--- config.mk ---
export PLATFORM = sky130hd
export DESIGN_NAME = go_to_point_navigation_controller_flat
export DESIGN_NICKNAME = d
export VERILOG_FILES = /design/src/sv/gtp_pkg.sv /design/src/sv/gtp_if.sv /design/src/sv/gtp_ctrl.sv /design/src/sv/gtp_datapath.sv /design/src/sv/go_to_point_navigation_controller.sv /design/src/flat_wrapper.sv
export SDC_FILE = /design/constraint.sdc
export NUM_CORES = 2
export LEC_CHECK = 0
export BUFFER_PORTS_ARGS = -buffer_cell sky130_fd_sc_hd__buf_2
export CORE_ASPECT_RATIO = 1.5
export CORE_MARGIN = 10
export CORE_UTILIZATION = 50
export CTS_CLUSTER_SIZE = 16
export DETAILED_ROUTE_END_ITERATION = 6
export PLACE_DENSITY = 0.69
export SLEW_MARGIN = 20
export SYNTH_ARGS = -nofsm -noshare
export SYNTH_HDL_FRONTEND = slang
export SYNTH_SLANG_ARGS = --single-unit
export TNS_END_PERCENT = 20
--- constraint.sdc ---
create_clock -name clk -period 6.9 [get_ports clk]
set_clock_uncertainty 0.1 [all_clocks]
set_input_delay 0.69 -clock clk [delete_from_list [all_inputs] [get_ports clk]]
set_output_delay 0.69 -clock clk [all_outputs]
set_load 0.05 [all_outputs]
--- src/sv/gtp_pkg.sv ---
package gtp_pkg;

  // parameter defaults
  localparam int COORD_WIDTH_DEF  = 16;
  localparam int ANGLE_WIDTH_DEF  = 16;
  localparam int ID_WIDTH_DEF     = 16;
  localparam int CORDIC_STEPS_DEF = 16;

  // fixed field widths
  localparam int CFG_IDX_W  = 3;
  localparam int CFG_DATA_W = 15;
  localparam int SPEED_W    = 7;
  localparam int DTHR_W     = 12;
  localparam int HTHR_W     = 15;
  localparam int ITER_W     = 5;
  localparam int ZW         = 32;

  typedef enum logic [CFG_IDX_W-1:0] {
    CFG_LOC_PRESENT = 3'd0,
    CFG_DIST_THR    = 3'd1,
    CFG_STOP_THR    = 3'd2,
    CFG_TURN_THR    = 3'd3,
    CFG_MOVE_SPD    = 3'd4,
    CFG_TURN_SPD    = 3'd5
  } cfg_idx_t;

  typedef enum logic [1:0] {
    FUNC_GOTO  = 2'd0,
    FUNC_TICK  = 2'd1,
    FUNC_QUERY = 2'd2,
    FUNC_NONE  = 2'd3
  } func_t;

  typedef enum logic [1:0] {
    ACT_NONE = 2'd0,
    ACT_MOVE = 2'd1,
    ACT_TURN = 2'd2,
    ACT_STOP = 2'd3
  } action_t;

  typedef enum logic [1:0] {
    REQ_NONE  = 2'd0,
    REQ_START = 2'd1,
    REQ_STOP  = 2'd2
  } loc_req_t;

  typedef enum logic [2:0] {
    PH_WAIT_CMD    = 3'd0,
    PH_REQ_BEFORE  = 3'd1,
    PH_WAIT_BEFORE = 3'd2,
    PH_GOTO        = 3'd3,
    PH_REQ_AFTER   = 3'd4,
    PH_WAIT_AFTER  = 3'd5,
    PH_FINISH      = 3'd6
  } phase_t;

  typedef enum logic [2:0] {
    S_IDLE,
    S_SQR,
    S_INIT,
    S_ROT,
    S_ERR,
    S_SCALE,
    S_RES
  } ctl_state_t;

  // controller to datapath
  typedef struct packed {
    logic              load;
    logic              square;
    logic              init;
    logic              rotate;
    logic              error;
    logic              scale;
    logic              commit;
    logic [ITER_W-1:0] iter;
  } ctl_cmd_t;

  // datapath to controller
  typedef struct packed {
    logic out_free;
  } dp_status_t;

  // atan(2^-i), 2^32 units per turn
  function automatic logic [ZW-1:0] atan_val(input logic [ITER_W-1:0] i);
    logic [ZW-1:0] v;
    case (i)
      5'd0:  v = 32'd536870912;
      5'd1:  v = 32'd316933406;
      5'd2:  v = 32'd167458907;
      5'd3:  v = 32'd85004756;
      5'd4:  v = 32'd42667331;
      5'd5:  v = 32'd21354465;
      5'd6:  v = 32'd10679838;
      5'd7:  v = 32'd5340245;
      5'd8:  v = 32'd2670163;
      5'd9:  v = 32'd1335087;
      5'd10: v = 32'd667544;
      5'd11: v = 32'd333772;
      5'd12: v = 32'd166886;
      5'd13: v = 32'd83443;
      5'd14: v = 32'd41722;
      5'd15: v = 32'd20861;
      5'd16: v = 32'd10430;
      5'd17: v = 32'd5215;
      5'd18: v = 32'd2608;
      5'd19: v = 32'd1304;
      5'd20: v = 32'd652;
      5'd21: v = 32'd326;
      5'd22: v = 32'd163;
      5'd23: v = 32'd81;
      default: v = '0;
    endcase
    return v;
  endfunction

endpackage

--- src/sv/gtp_if.sv ---
// Input item channel
interface gtp_in_if #(
  parameter int COORD_WIDTH = 16,
  parameter int ANGLE_WIDTH = 16
);
  logic                          valid;
  logic                          ready;
  logic [1:0]                    func;
  logic signed [COORD_WIDTH-1:0] target_x;
  logic signed [COORD_WIDTH-1:0] target_y;
  logic signed [ANGLE_WIDTH-1:0] target_heading;
  logic signed [COORD_WIDTH-1:0] pose_x;
  logic signed [COORD_WIDTH-1:0] pose_y;
  logic signed [ANGLE_WIDTH-1:0] pose_heading;

  modport source (output valid, func, target_x, target_y, target_heading,
                  pose_x, pose_y, pose_heading, input ready);
  modport sink (input valid, func, target_x, target_y, target_heading,
                pose_x, pose_y, pose_heading, output ready);
endinterface

// Result item channel
interface gtp_out_if #(
  parameter int ID_WIDTH = 16
);
  logic                valid;
  logic                ready;
  logic [ID_WIDTH-1:0] cmd_id;
  logic [1:0]          action;
  logic signed [7:0]   left_speed;
  logic signed [7:0]   right_speed;
  logic [1:0]          localize_request;
  logic                granted;
  logic                finished;

  modport source (output valid, cmd_id, action, left_speed, right_speed,
                  localize_request, granted, finished, input ready);
  modport sink (input valid, cmd_id, action, left_speed, right_speed,
                localize_request, granted, finished, output ready);
endinterface

// Configuration write channel
interface gtp_cfg_if;
  logic        valid;
  logic        ready;
  logic [2:0]  index;
  logic [14:0] data;

  modport source (output valid, index, data, input ready);
  modport sink (input valid, index, data, output ready);
endinterface

--- src/sv/gtp_ctrl.sv ---
module gtp_ctrl
  import gtp_pkg::*;
#(
  parameter int CORDIC_STEPS = CORDIC_STEPS_DEF
) (
  input  logic       clk,
  input  logic       rst_n,
  input  logic       in_valid,
  output logic       in_ready,
  input  dp_status_t status,
  output ctl_cmd_t   cmd
);

  localparam int IW = (CORDIC_STEPS > 1) ? $clog2(CORDIC_STEPS) : 1;
  localparam logic [IW-1:0] LAST = IW'(CORDIC_STEPS - 1);

  ctl_state_t state_r, state_nxt;
  logic [IW-1:0] cnt_r, cnt_nxt;

  // state and iteration counter
  always_ff @(posedge clk) begin
    if (!rst_n) begin
      state_r <= S_IDLE;
      cnt_r   <= '0;
    end else begin
      state_r <= state_nxt;
      cnt_r   <= cnt_nxt;
    end
  end

  // next state
  always_comb begin
    state_nxt = state_r;
    cnt_nxt   = cnt_r;
    case (state_r)
      S_IDLE:  if (in_valid) state_nxt = S_SQR;
      S_SQR:   state_nxt = S_INIT;
      S_INIT: begin
        state_nxt = S_ROT;
        cnt_nxt   = '0;
      end
      S_ROT: begin
        cnt_nxt = cnt_r + 1'b1;
        if (cnt_r == LAST) state_nxt = S_ERR;
      end
      S_ERR:   state_nxt = S_SCALE;
      S_SCALE: state_nxt = S_RES;
      S_RES:   if (status.out_free) state_nxt = S_IDLE;
      default: state_nxt = S_IDLE;
    endcase
  end

  // outputs
  always_comb begin
    in_ready   = 1'b0;
    cmd        = '0;
    cmd.iter   = ITER_W'(cnt_r);
    case (state_r)
      S_IDLE: begin
        in_ready = 1'b1;
        cmd.load = in_valid;
      end
      S_SQR:   cmd.square = 1'b1;
      S_INIT:  cmd.init   = 1'b1;
      S_ROT:   cmd.rotate = 1'b1;
      S_ERR:   cmd.error  = 1'b1;
      S_SCALE: cmd.scale  = 1'b1;
      S_RES:   cmd.commit = status.out_free;
      default: ;
    endcase
  end

endmodule

--- src/sv/gtp_datapath.sv ---
module gtp_datapath
  import gtp_pkg::*;
#(
  parameter int COORD_WIDTH = COORD_WIDTH_DEF,
  parameter int ANGLE_WIDTH = ANGLE_WIDTH_DEF,
  parameter int ID_WIDTH    = ID_WIDTH_DEF
) (
  input  logic                          clk,
  input  logic                          rst_n,
  input  logic [1:0]                    in_func,
  input  logic signed [COORD_WIDTH-1:0] in_target_x,
  input  logic signed [COORD_WIDTH-1:0] in_target_y,
  input  logic signed [ANGLE_WIDTH-1:0] in_target_heading,
  input  logic signed [COORD_WIDTH-1:0] in_pose_x,
  input  logic signed [COORD_WIDTH-1:0] in_pose_y,
  input  logic signed [ANGLE_WIDTH-1:0] in_pose_heading,
  gtp_cfg_if.sink                       cfg_if,
  gtp_out_if.source                     out_if,
  input  ctl_cmd_t                      cmd,
  output dp_status_t                    status
);

  localparam int CW   = COORD_WIDTH;
  localparam int AW   = ANGLE_WIDTH;
  localparam int DW   = CW + 1;
  localparam int XW   = CW + 4;
  localparam int QW   = AW - 2;
  localparam int CMPW = ((AW > HTHR_W) ? AW : HTHR_W) + 1;
  localparam logic [QW-1:0] EIGHTH = QW'(1) << (AW - 3);
  localparam logic [QW-1:0] HALF_EIGHTH = QW'(1) << (AW - 4);
  localparam logic [AW-1:0] QUARTER = AW'(1) << (AW - 2);
  localparam logic [ZW-1:0] RND = ZW'(1) << (31 - AW);
  localparam logic [ZW-1:0] Z_QUARTER = ZW'(1) << 30;

  // configuration registers
  logic              loc_present_r;
  logic [DTHR_W-1:0] dist_thr_r;
  logic [HTHR_W-1:0] stop_thr_r, turn_thr_r;
  logic [SPEED_W-1:0] move_spd_r, turn_spd_r;

  assign cfg_if.ready = 1'b1;

  always_ff @(posedge clk) begin
    if (!rst_n) begin
      loc_present_r <= 1'b0;
      dist_thr_r    <= 12'd10;
      stop_thr_r    <= 15'd1820;
      turn_thr_r    <= 15'd5461;
      move_spd_r    <= 7'd12;
      turn_spd_r    <= 7'd12;
    end else if (cfg_if.valid) begin
      case (cfg_idx_t'(cfg_if.index))
        CFG_LOC_PRESENT: loc_present_r <= cfg_if.data[0];
        CFG_DIST_THR:    dist_thr_r    <= cfg_if.data[DTHR_W-1:0];
        CFG_STOP_THR:    stop_thr_r    <= cfg_if.data[HTHR_W-1:0];
        CFG_TURN_THR:    turn_thr_r    <= cfg_if.data[HTHR_W-1:0];
        CFG_MOVE_SPD:    move_spd_r    <= cfg_if.data[SPEED_W-1:0];
        CFG_TURN_SPD:    turn_spd_r    <= cfg_if.data[SPEED_W-1:0];
        default: ;
      endcase
    end
  end

  // sequencer state
  phase_t               phase_r, phase_nxt;
  logic                 loc_flag_r, loc_flag_nxt;
  logic                 pend_valid_r, pend_valid_nxt;
  logic signed [CW-1:0] pend_x_r, pend_y_r, act_x_r, act_y_r;
  logic [AW-1:0]        pend_h_r, act_h_r;
  logic [ID_WIDTH-1:0]  pend_id_r, act_id_r, act_id_nxt, last_id_r, last_id_nxt;

  // latched item
  logic [1:0]           func_r;
  logic signed [CW-1:0] tx_r, ty_r;
  logic [AW-1:0]        th_r, ph_r;
  logic signed [DW-1:0] dx_r, dy_r;

  // distance test
  logic                 far_r, close_r, zero_r;
  logic [2*DTHR_W-1:0]  sqx_r, sqy_r, thr_sq_r;
  logic [DW-1:0]        adx, ady;

  // CORDIC
  logic signed [XW-1:0] x_r, y_r, xs, ys;
  logic signed [ZW-1:0] z_r;
  logic signed [XW-1:0] x0, y0;
  logic signed [ZW-1:0] z0;

  // heading error and speeds
  logic [AW-1:0]            head, dh_r, mag_r;
  logic [ZW-1:0]            zr;
  logic [QW-1:0]            m_sel;
  logic [SPEED_W+QW-1:0]    prod;
  logic [SPEED_W-1:0]       red;

  // output register
  logic                 out_valid_r;
  logic [ID_WIDTH-1:0]  o_id_r, o_id_nxt;
  logic [1:0]           o_act_r, o_act_nxt, o_req_r, o_req_nxt;
  logic signed [7:0]    o_ls_r, o_ls_nxt, o_rs_r, o_rs_nxt;
  logic                 o_gr_r, o_gr_nxt, o_fin_r, o_fin_nxt;

  assign status.out_free = !out_valid_r || out_if.ready;

  assign adx = dx_r[DW-1] ? DW'(-dx_r) : DW'(dx_r);
  assign ady = dy_r[DW-1] ? DW'(-dy_r) : DW'(dy_r);

  // CORDIC prelude: x = dy, y = dx, folded into the right half plane
  always_comb begin
    x0 = XW'(dy_r);
    y0 = XW'(dx_r);
    z0 = '0;
    if (dy_r < 0) begin
      if (dx_r >= 0) begin
        x0 = XW'(dx_r);
        y0 = -XW'(dy_r);
        z0 = Z_QUARTER;
      end else begin
        x0 = -XW'(dx_r);
        y0 = XW'(dy_r);
        z0 = -Z_QUARTER;
      end
    end
  end

  assign xs = x_r >>> cmd.iter;
  assign ys = y_r >>> cmd.iter;

  // bearing rounded to nearest at angle width
  assign zr   = z_r + RND;
  assign head = close_r ? act_h_r : (zero_r ? QUARTER : zr[ZW-1 -: AW]);

  // slowdown from the magnitude, error clamped to a sixteenth turn
  assign m_sel = (mag_r > AW'(HALF_EIGHTH)) ? HALF_EIGHTH : QW'(mag_r);
  assign prod  = SPEED_W'(move_spd_r) * (SPEED_W+QW)'(EIGHTH - m_sel) ;
  assign red   = SPEED_W'(prod >> (AW - 3));

  // datapath stages
  always_ff @(posedge clk) begin
    if (cmd.load) begin
      func_r <= in_func;
      tx_r   <= in_target_x;
      ty_r   <= in_target_y;
      th_r   <= in_target_heading;
      ph_r   <= in_pose_heading;
      dx_r   <= DW'(act_x_r) - DW'(in_pose_x);
      dy_r   <= DW'(act_y_r) - DW'(in_pose_y);
    end
    if (cmd.square) begin
      far_r    <= (33'(adx) >= 33'd4096) || (33'(ady) >= 33'd4096);
      sqx_r    <= DTHR_W'(adx) * DTHR_W'(adx);
      sqy_r    <= DTHR_W'(ady) * DTHR_W'(ady);
      thr_sq_r <= dist_thr_r * dist_thr_r;
    end
    if (cmd.init) begin
      close_r <= !far_r &&
                 ((2*DTHR_W+1)'(sqx_r) + (2*DTHR_W+1)'(sqy_r) <
                  (2*DTHR_W+1)'(thr_sq_r));
      zero_r  <= (dx_r == '0) && (dy_r == '0);
      x_r     <= x0;
      y_r     <= y0;
      z_r     <= z0;
    end
    if (cmd.rotate) begin
      if (y_r >= 0) begin
        x_r <= x_r + ys;
        y_r <= y_r - xs;
        z_r <= z_r + signed'(atan_val(cmd.iter));
      end else begin
        x_r <= x_r - ys;
        y_r <= y_r + xs;
        z_r <= z_r - signed'(atan_val(cmd.iter));
      end
    end
    if (cmd.error) begin
      dh_r <= head - ph_r;
    end
    if (cmd.scale) begin
      mag_r <= dh_r[AW-1] ? AW'(-dh_r) : dh_r;
    end
    if (cmd.commit) begin
      o_id_r  <= o_id_nxt;
      o_act_r <= o_act_nxt;
      o_ls_r  <= o_ls_nxt;
      o_rs_r  <= o_rs_nxt;
      o_req_r <= o_req_nxt;
      o_gr_r  <= o_gr_nxt;
      o_fin_r <= o_fin_nxt;
    end
  end

  // steering decision and sequencer update
  always_comb begin
    logic reached, turn_sel;
    logic signed [7:0] tsp, msp, rsp;
    reached        = close_r && (CMPW'(mag_r) <= CMPW'(stop_thr_r));
    turn_sel       = close_r || (CMPW'(mag_r) > CMPW'(turn_thr_r));
    tsp            = {1'b0, turn_spd_r};
    msp            = {1'b0, move_spd_r};
    rsp            = {1'b0, red};
    phase_nxt      = phase_r;
    loc_flag_nxt   = loc_flag_r;
    pend_valid_nxt = pend_valid_r;
    act_id_nxt     = act_id_r;
    last_id_nxt    = last_id_r;
    o_id_nxt       = '0;
    o_act_nxt      = ACT_NONE;
    o_ls_nxt       = '0;
    o_rs_nxt       = '0;
    o_req_nxt      = REQ_NONE;
    o_gr_nxt       = 1'b0;
    o_fin_nxt      = 1'b0;
    case (func_t'(func_r))
      FUNC_GOTO: begin
        last_id_nxt = last_id_r + 1'b1;
        if (last_id_nxt == '0) last_id_nxt = ID_WIDTH'(1);
        pend_valid_nxt = 1'b1;
        o_id_nxt       = last_id_nxt;
      end
      FUNC_TICK: begin
        case (phase_r)
          PH_REQ_BEFORE, PH_REQ_AFTER: begin
            if (loc_present_r) begin
              loc_flag_nxt = 1'b0;
              o_req_nxt    = REQ_START;
              phase_nxt    = (phase_r == PH_REQ_BEFORE) ? PH_WAIT_BEFORE : PH_WAIT_AFTER;
            end else begin
              phase_nxt    = (phase_r == PH_REQ_BEFORE) ? PH_GOTO : PH_FINISH;
            end
          end
          PH_WAIT_BEFORE: if (loc_flag_r) phase_nxt = PH_GOTO;
          PH_WAIT_AFTER:  if (loc_flag_r) phase_nxt = PH_FINISH;
          PH_GOTO: begin
            if (reached) begin
              o_act_nxt = ACT_STOP;
              phase_nxt = PH_REQ_AFTER;
            end else if (turn_sel) begin
              o_act_nxt = ACT_TURN;
              o_ls_nxt  = dh_r[AW-1] ? -tsp : tsp;
              o_rs_nxt  = dh_r[AW-1] ? tsp : -tsp;
            end else begin
              o_act_nxt = ACT_MOVE;
              o_ls_nxt  = dh_r[AW-1] ? rsp : msp;
              o_rs_nxt  = dh_r[AW-1] ? msp : rsp;
            end
          end
          PH_FINISH: begin
            o_fin_nxt  = 1'b1;
            o_id_nxt   = act_id_r;
            act_id_nxt = '0;
            phase_nxt  = PH_WAIT_CMD;
          end
          default: begin
            phase_nxt = PH_WAIT_CMD;
            if (pend_valid_r) begin
              act_id_nxt     = pend_id_r;
              pend_valid_nxt = 1'b0;
              phase_nxt      = PH_REQ_BEFORE;
            end
          end
        endcase
      end
      FUNC_QUERY: begin
        if (loc_present_r && !loc_flag_r &&
            (phase_r == PH_WAIT_BEFORE || phase_r == PH_WAIT_AFTER)) begin
          loc_flag_nxt = 1'b1;
          o_gr_nxt     = 1'b1;
          o_req_nxt    = REQ_STOP;
        end
      end
      default: ;
    endcase
  end

  // sequencer registers
  always_ff @(posedge clk) begin
    if (!rst_n) begin
      phase_r      <= PH_WAIT_CMD;
      loc_flag_r   <= 1'b0;
      pend_valid_r <= 1'b0;
      pend_x_r     <= '0;
      pend_y_r     <= '0;
      pend_h_r     <= '0;
      pend_id_r    <= '0;
      act_x_r      <= '0;
      act_y_r      <= '0;
      act_h_r      <= '0;
      act_id_r     <= '0;
      last_id_r    <= '0;
    end else if (cmd.commit) begin
      phase_r      <= phase_nxt;
      loc_flag_r   <= loc_flag_nxt;
      pend_valid_r <= pend_valid_nxt;
      act_id_r     <= act_id_nxt;
      last_id_r    <= last_id_nxt;
      if (func_r == FUNC_GOTO) begin
        pend_x_r  <= tx_r;
        pend_y_r  <= ty_r;
        pend_h_r  <= th_r;
        pend_id_r <= last_id_nxt;
      end
      if (func_r == FUNC_TICK && pend_valid_r &&
          !(phase_r inside {PH_REQ_BEFORE, PH_WAIT_BEFORE, PH_GOTO,
                            PH_REQ_AFTER, PH_WAIT_AFTER, PH_FINISH})) begin
        act_x_r <= pend_x_r;
        act_y_r <= pend_y_r;
        act_h_r <= pend_h_r;
      end
    end
  end

  // output valid
  always_ff @(posedge clk) begin
    if (!rst_n) begin
      out_valid_r <= 1'b0;
    end else if (cmd.commit) begin
      out_valid_r <= 1'b1;
    end else if (out_if.ready) begin
      out_valid_r <= 1'b0;
    end
  end

  assign out_if.valid            = out_valid_r;
  assign out_if.cmd_id           = o_id_r;
  assign out_if.action           = o_act_r;
  assign out_if.left_speed       = o_ls_r;
  assign out_if.right_speed      = o_rs_r;
  assign out_if.localize_request = o_req_r;
  assign out_if.granted          = o_gr_r;
  assign out_if.finished         = o_fin_r;

endmodule

--- src/sv/go_to_point_navigation_controller.sv ---
// Channel   Dir  Handshake        Payload
// in_if     in   valid / ready    func, target x/y/heading, pose x/y/heading
// out_if    out  valid / ready    cmd_id, action, speeds, localize_request, granted, finished
// cfg_if    in   valid / ready    3-bit register index, 15-bit data; ready always high
//
// The result passes through the load, square, init, rotate, error, scale and result steps,
// the rotate step being the one-iteration-per-cycle CORDIC arctangent loop; the next item
// can be accepted once the result has been committed to the output register.
// One item is in flight at a time; a result waits in the output register.
// A stalled result holds the block in its final step until out_if.ready.
// rst_n is synchronous, active low; configuration returns to its reset values.
module go_to_point_navigation_controller
  import gtp_pkg::*;
#(
  parameter int COORD_WIDTH  = COORD_WIDTH_DEF,
  parameter int ANGLE_WIDTH  = ANGLE_WIDTH_DEF,
  parameter int ID_WIDTH     = ID_WIDTH_DEF,
  parameter int CORDIC_STEPS = CORDIC_STEPS_DEF
) (
  input  logic      clk,
  input  logic      rst_n,
  gtp_in_if.sink    in_if,
  gtp_out_if.source out_if,
  gtp_cfg_if.sink   cfg_if
);

  ctl_cmd_t   cmd;
  dp_status_t status;
  logic       rdy;

  assign in_if.ready = rdy;

  gtp_ctrl #(
    .CORDIC_STEPS(CORDIC_STEPS)
  ) u_ctrl (
    .clk      (clk),
    .rst_n    (rst_n),
    .in_valid (in_if.valid),
    .in_ready (rdy),
    .status   (status),
    .cmd      (cmd)
  );

  gtp_datapath #(
    .COORD_WIDTH(COORD_WIDTH),
    .ANGLE_WIDTH(ANGLE_WIDTH),
    .ID_WIDTH   (ID_WIDTH)
  ) u_dp (
    .clk               (clk),
    .rst_n             (rst_n),
    .in_func           (in_if.func),
    .in_target_x       (in_if.target_x),
    .in_target_y       (in_if.target_y),
    .in_target_heading (in_if.target_heading),
    .in_pose_x         (in_if.pose_x),
    .in_pose_y         (in_if.pose_y),
    .in_pose_heading   (in_if.pose_heading),
    .cfg_if            (cfg_if),
    .out_if            (out_if),
    .cmd               (cmd),
    .status            (status)
  );

endmodule

--- src/flat_wrapper.sv ---
// flat-port wrapper written by rule: the top's interface ports become plain ports
module go_to_point_navigation_controller_flat import gtp_pkg::*;
#(
  parameter int COORD_WIDTH  = COORD_WIDTH_DEF,
  parameter int ANGLE_WIDTH  = ANGLE_WIDTH_DEF,
  parameter int ID_WIDTH     = ID_WIDTH_DEF,
  parameter int CORDIC_STEPS = CORDIC_STEPS_DEF
)
  (clk, rst_n, in_if_valid, in_if_func, in_if_target_x, in_if_target_y, in_if_target_heading, in_if_pose_x, in_if_pose_y, in_if_pose_heading, in_if_ready, out_if_valid, out_if_cmd_id, out_if_action, out_if_left_speed, out_if_right_speed, out_if_localize_request, out_if_granted, out_if_finished, out_if_ready, cfg_if_valid, cfg_if_index, cfg_if_data, cfg_if_ready);
  gtp_in_if #(.COORD_WIDTH(COORD_WIDTH), .ANGLE_WIDTH(ANGLE_WIDTH)) in_if_i ();
  gtp_out_if #(.ID_WIDTH(ID_WIDTH)) out_if_i ();
  gtp_cfg_if cfg_if_i ();
  input  logic clk;
  input  logic rst_n;
  input wire logic [$bits(in_if_i.valid)-1:0] in_if_valid;
  input wire logic [$bits(in_if_i.func)-1:0] in_if_func;
  input wire logic [$bits(in_if_i.target_x)-1:0] in_if_target_x;
  input wire logic [$bits(in_if_i.target_y)-1:0] in_if_target_y;
  input wire logic [$bits(in_if_i.target_heading)-1:0] in_if_target_heading;
  input wire logic [$bits(in_if_i.pose_x)-1:0] in_if_pose_x;
  input wire logic [$bits(in_if_i.pose_y)-1:0] in_if_pose_y;
  input wire logic [$bits(in_if_i.pose_heading)-1:0] in_if_pose_heading;
  output wire logic [$bits(in_if_i.ready)-1:0] in_if_ready;
  output wire logic [$bits(out_if_i.valid)-1:0] out_if_valid;
  output wire logic [$bits(out_if_i.cmd_id)-1:0] out_if_cmd_id;
  output wire logic [$bits(out_if_i.action)-1:0] out_if_action;
  output wire logic [$bits(out_if_i.left_speed)-1:0] out_if_left_speed;
  output wire logic [$bits(out_if_i.right_speed)-1:0] out_if_right_speed;
  output wire logic [$bits(out_if_i.localize_request)-1:0] out_if_localize_request;
  output wire logic [$bits(out_if_i.granted)-1:0] out_if_granted;
  output wire logic [$bits(out_if_i.finished)-1:0] out_if_finished;
  input wire logic [$bits(out_if_i.ready)-1:0] out_if_ready;
  input wire logic [$bits(cfg_if_i.valid)-1:0] cfg_if_valid;
  input wire logic [$bits(cfg_if_i.index)-1:0] cfg_if_index;
  input wire logic [$bits(cfg_if_i.data)-1:0] cfg_if_data;
  output wire logic [$bits(cfg_if_i.ready)-1:0] cfg_if_ready;
  assign in_if_i.valid = in_if_valid;
  assign in_if_i.func = in_if_func;
  assign in_if_i.target_x = in_if_target_x;
  assign in_if_i.target_y = in_if_target_y;
  assign in_if_i.target_heading = in_if_target_heading;
  assign in_if_i.pose_x = in_if_pose_x;
  assign in_if_i.pose_y = in_if_pose_y;
  assign in_if_i.pose_heading = in_if_pose_heading;
  assign in_if_ready = in_if_i.ready;
  assign out_if_valid = out_if_i.valid;
  assign out_if_cmd_id = out_if_i.cmd_id;
  assign out_if_action = out_if_i.action;
  assign out_if_left_speed = out_if_i.left_speed;
  assign out_if_right_speed = out_if_i.right_speed;
  assign out_if_localize_request = out_if_i.localize_request;
  assign out_if_granted = out_if_i.granted;
  assign out_if_finished = out_if_i.finished;
  assign out_if_i.ready = out_if_ready;
  assign cfg_if_i.valid = cfg_if_valid;
  assign cfg_if_i.index = cfg_if_index;
  assign cfg_if_i.data = cfg_if_data;
  assign cfg_if_ready = cfg_if_i.ready;
  go_to_point_navigation_controller #(.COORD_WIDTH(COORD_WIDTH), .ANGLE_WIDTH(ANGLE_WIDTH), .ID_WIDTH(ID_WIDTH), .CORDIC_STEPS(CORDIC_STEPS)) u_core (.clk(clk), .rst_n(rst_n), .in_if(in_if_i), .out_if(out_if_i), .cfg_if(cfg_if_i));
endmodule
==> results.tsv <==
stage	metric	value	unit
floorplan	Initial Util	50.3	%
final_layout	share of post-route cells with drive strength above 1	13.1	%
logic_synthesis	average cell area after synthesis	9.14	sq um
power_and_ir_drop	Pwr Density	383	mW/mm^2
floorplan	total die area	0.108	sq mm
timing	Final setup viols	6	
worst_hold_path	worst hold stages	1	
timing	PnR worst setup slack	-246	ps
power_and_ir_drop	Power Total	0.0205	W
setup_path	Crit path required time	7200	ps
route	Routed WL per cell	17.6	um
timing	RSZ-0062 raised after global routing	yes	
setup_path	Crit Path Category	reg -> reg	
floorplan	num rows	138	
clock_tree	clk slew on worst S/H paths	70	ps
clock_tree	H-tree levels	2	
placed_design	dpl hpwl	92.7	mm
logic_synthesis	post-synth cell types	94	
grt	GRT overflow	0	
logic_synthesis	Post-synth ARST share	0	%
setup_path	Critical Path Start Type	register	
route	TritonRoute pass-1 iters	6	
logic_synthesis	Post-Synthesis Cells	5179	
clock_tree	hold buffer count at cts	0	
timing	Final min period	7150	ps
logic_synthesis	area of the mapped netlist	0.0473	sq mm
setup_path	CP endpoint kind	register	
setup_path	FF-to-FF Start	u_core.u_dp.dy_r[0]	
setup_path	crit path from	u_core.u_dp.dy_r[0]	
route	1st-iter DRT viols	2021	
route	drt drc	0	
timing	hold slack	103	ps
clock_tree	Num CTS Buffers	55	
clock_tree	CTS tree	yes	
setup_path	Worst Path Max Fanout	3	
clock_tree	clk sinks	558	
timing	Worst-Margin Slew	991	ps
logic_synthesis	flop and latch count out of synthesis	558	
placed_design	port bufs	160	
clock_tree	clock root cell	clkbuf_16	
grt	number of antenna violations at the first check in global routing	5	
grt	largest net degree at the start of global routing	95	
worst_hold_path	Hold Crit Start	in_if_target_y[5]	
floorplan	Die H	397	um
clock_tree	clock buffer depth	3	
final_layout	fin nets	6351	
setup_path	max incr delay on CP	520	ps
job	max_cap viols	0	
floorplan	core area	0.0941	sq mm
floorplan	Top Ports	162	
logic_synthesis	EDFF count, synth	314	
power_and_ir_drop	Worst VDD drop	0.577	mV
status	outcome	complete, but fails checks	
route	post-DR vias/cell	5.49	
route	residual antenna-violating net count after detailed routing	0	
setup_path	slowest CP cell	fa_1	
grt	first-pass GRT wire length	192	mm
timing	Tcrit/Tclk final	104	%
timing	max frequency	140	MHz
grt	GRT Total Usage	21.7	%
logic_synthesis	Seq/Total Area, Yosys	30.2	%
timing	Max-slew headroom	34.0	%
final_layout	commonest non-fill, non-tap cells in the layout	648 x nand2_1, 636 x inv_1, 407 x ha_1, 357 x nor2_1, 314 x edfxtp_1	
timing	final hold violation count	0	
placed_design	Placer Congestion	0.937	
grt	vias in the first global route	38010	
worst_hold_path	min-delay worst type	in -> reg	
logic_synthesis	main flop type after synthesis	edfxtp_1	
setup_path	critical path arrival	7450	ps
route	WL final	120	mm
final_layout	commonest non-fill, non-tap cell in the layout	nand2_1	
power_and_ir_drop	LEAKAGE	23.7	nW
route	via count	37357	
floorplan	Die X	271	um
clock_tree	Clk Latency, worst-skew pair	660	ps
timing	Final Slew Violations	0	
final_layout	Layout area overhead	13.0	%
setup_path	worst reg2reg path depth	28	
status	failing checks	negative setup slack	
logic_synthesis	synth warn	0	
-- Yosys cell counts, types with 17 or more instances --
library cell,n,area (sq um)
clkbuf_1,148,556
nor2_1,367,1380
nor3_1,96,480
mux2i_1,34,340
nor4_1,21,131
buf_1,17,63.8
a21oi_1,321,1610
edfxtp_1,314,9430
and2_1,119,744
a22o_1,21,184
ha_1,419,5240
o41ai_1,18,158
mux4_1,18,473
a211oi_1,31,233
inv_1,652,2450
o21a_1,41,308
nand4_1,18,113
nand2_1,659,2470
o21ai_0,212,1060
mux4_2,24,541
or2_2,17,106
o211ai_1,51,383
nand2b_1,49,307
or3_1,51,319
o31ai_1,28,210
a21o_1,61,458
mux2_2,18,203
dfxtp_1,244,4880
fa_1,316,6330
xnor2_1,234,2050
and3_1,42,263
nor2b_1,71,444
nand3_1,108,541
a31oi_1,17,106
xor2_1,98,858
-- flip-flops by register name, indices dropped and copies added (netlist names), 17 cells and up, named ones only --
signal	count
u_core.u_dp.z_r	32
u_core.u_dp.sqx_r	23
u_core.u_dp.sqy_r	23
u_core.u_dp.thr_sq_r	23
u_core.u_dp.x_r	20
u_core.u_dp.y_r	20
u_core.u_dp.dx_r	17
u_core.u_dp.dy_r	17
-- timing repair --
| action | 4_1_cts | 5_1_grt |
|---|---|---|
| pin swaps | 48 | 51 |
| gates resized for setup | 52 | 76 |
| setup endpoints to repair | 25 | 30 |
| endpoints found under the hold margin | 0 | 0 |
| setup buffers | 18 | 9 |
-- metal layers --
layer | wire length, um | track usage, % | share of wire, %
met2 | 64300 | 41.4 | 54
met5 | 0 | 0 | 0
met4 | 5820 | 10.8 | 4.9
met1 | 45500 | 23.4 | 38
met3 | 4010 | 2.27 | 3.3
-- area by class of cell --
class | count | area, sq um
flip-flops and latches | 558 | 14300
well taps | 1260 | 1580
repair buffers | 431 | 2850
diodes | 4 | 10.0
fillers | 8305 | 40600
multi-input cells | 3788 | 30400
clock inverters | 29 | 298
inverters | 661 | 2490
clock buffers | 73 | 1540
-- cells by family (layout without fill, tap and decap cells) --
kind of cell	count (synthesis)	in the layout	share of synthesized area, %
AOI/OAI and AO/OA	939	939	12.4
DFF	558	558	30.2
other	2	20	0.0159
muxes	94	94	3.29
buffers and inverters	847	1194	7.04
xor gates and xnor gates	333	333	6.19
and+or+nand+nor	1671	1671	16.4
adders and majority gates	735	735	24.4
-- critical path, delay by kind of cell (launching register included) --
kind / cells / cell delay (ps)
compound gates: 3 / 590
xor+xnor: 2 / 300
fa+ha+maj: 7 / 2690
buf+inv: 8 / 560
flops: 1 / 420
simple gates: 8 / 2220
-- report_power, final --
group          switching (W)  internal [W]
clock network        0.00142       0.00167
registers           0.000172       0.00420
logic                0.00661       0.00641
-- path summary, 6_finish.rpt --
check,endpoint,slack [ps]
setup / recovery,u_core.u_dp.sqy_r[19],-250
setup reg to reg,u_core.u_dp.sqy_r[19],-250
hold reg to reg,u_core.u_dp.act_y_r[12],350
hold / removal,u_core.u_dp.ty_r[5],100
-- metrics by stage --
stage / TNS (ps) / util (%) / area, sq um / setup WS, ps / std cells
floorplan: -2580 / - / 47500 / -243 / 5193
global placement: -3740 / 54.1 / 50900 / -316 / 6671
detailed placement: -6320 / 54.1 / 50900 / -476 / 6671
CTS: -1240 / 56.4 / 53100 / -246 / 6791
global route: -4220 / 56.9 / 53500 / -444 / 6804
finish: -845 / 56.9 / 53500 / -246 / 6804
Note: power is estimated with default switching activity, not from simulation.
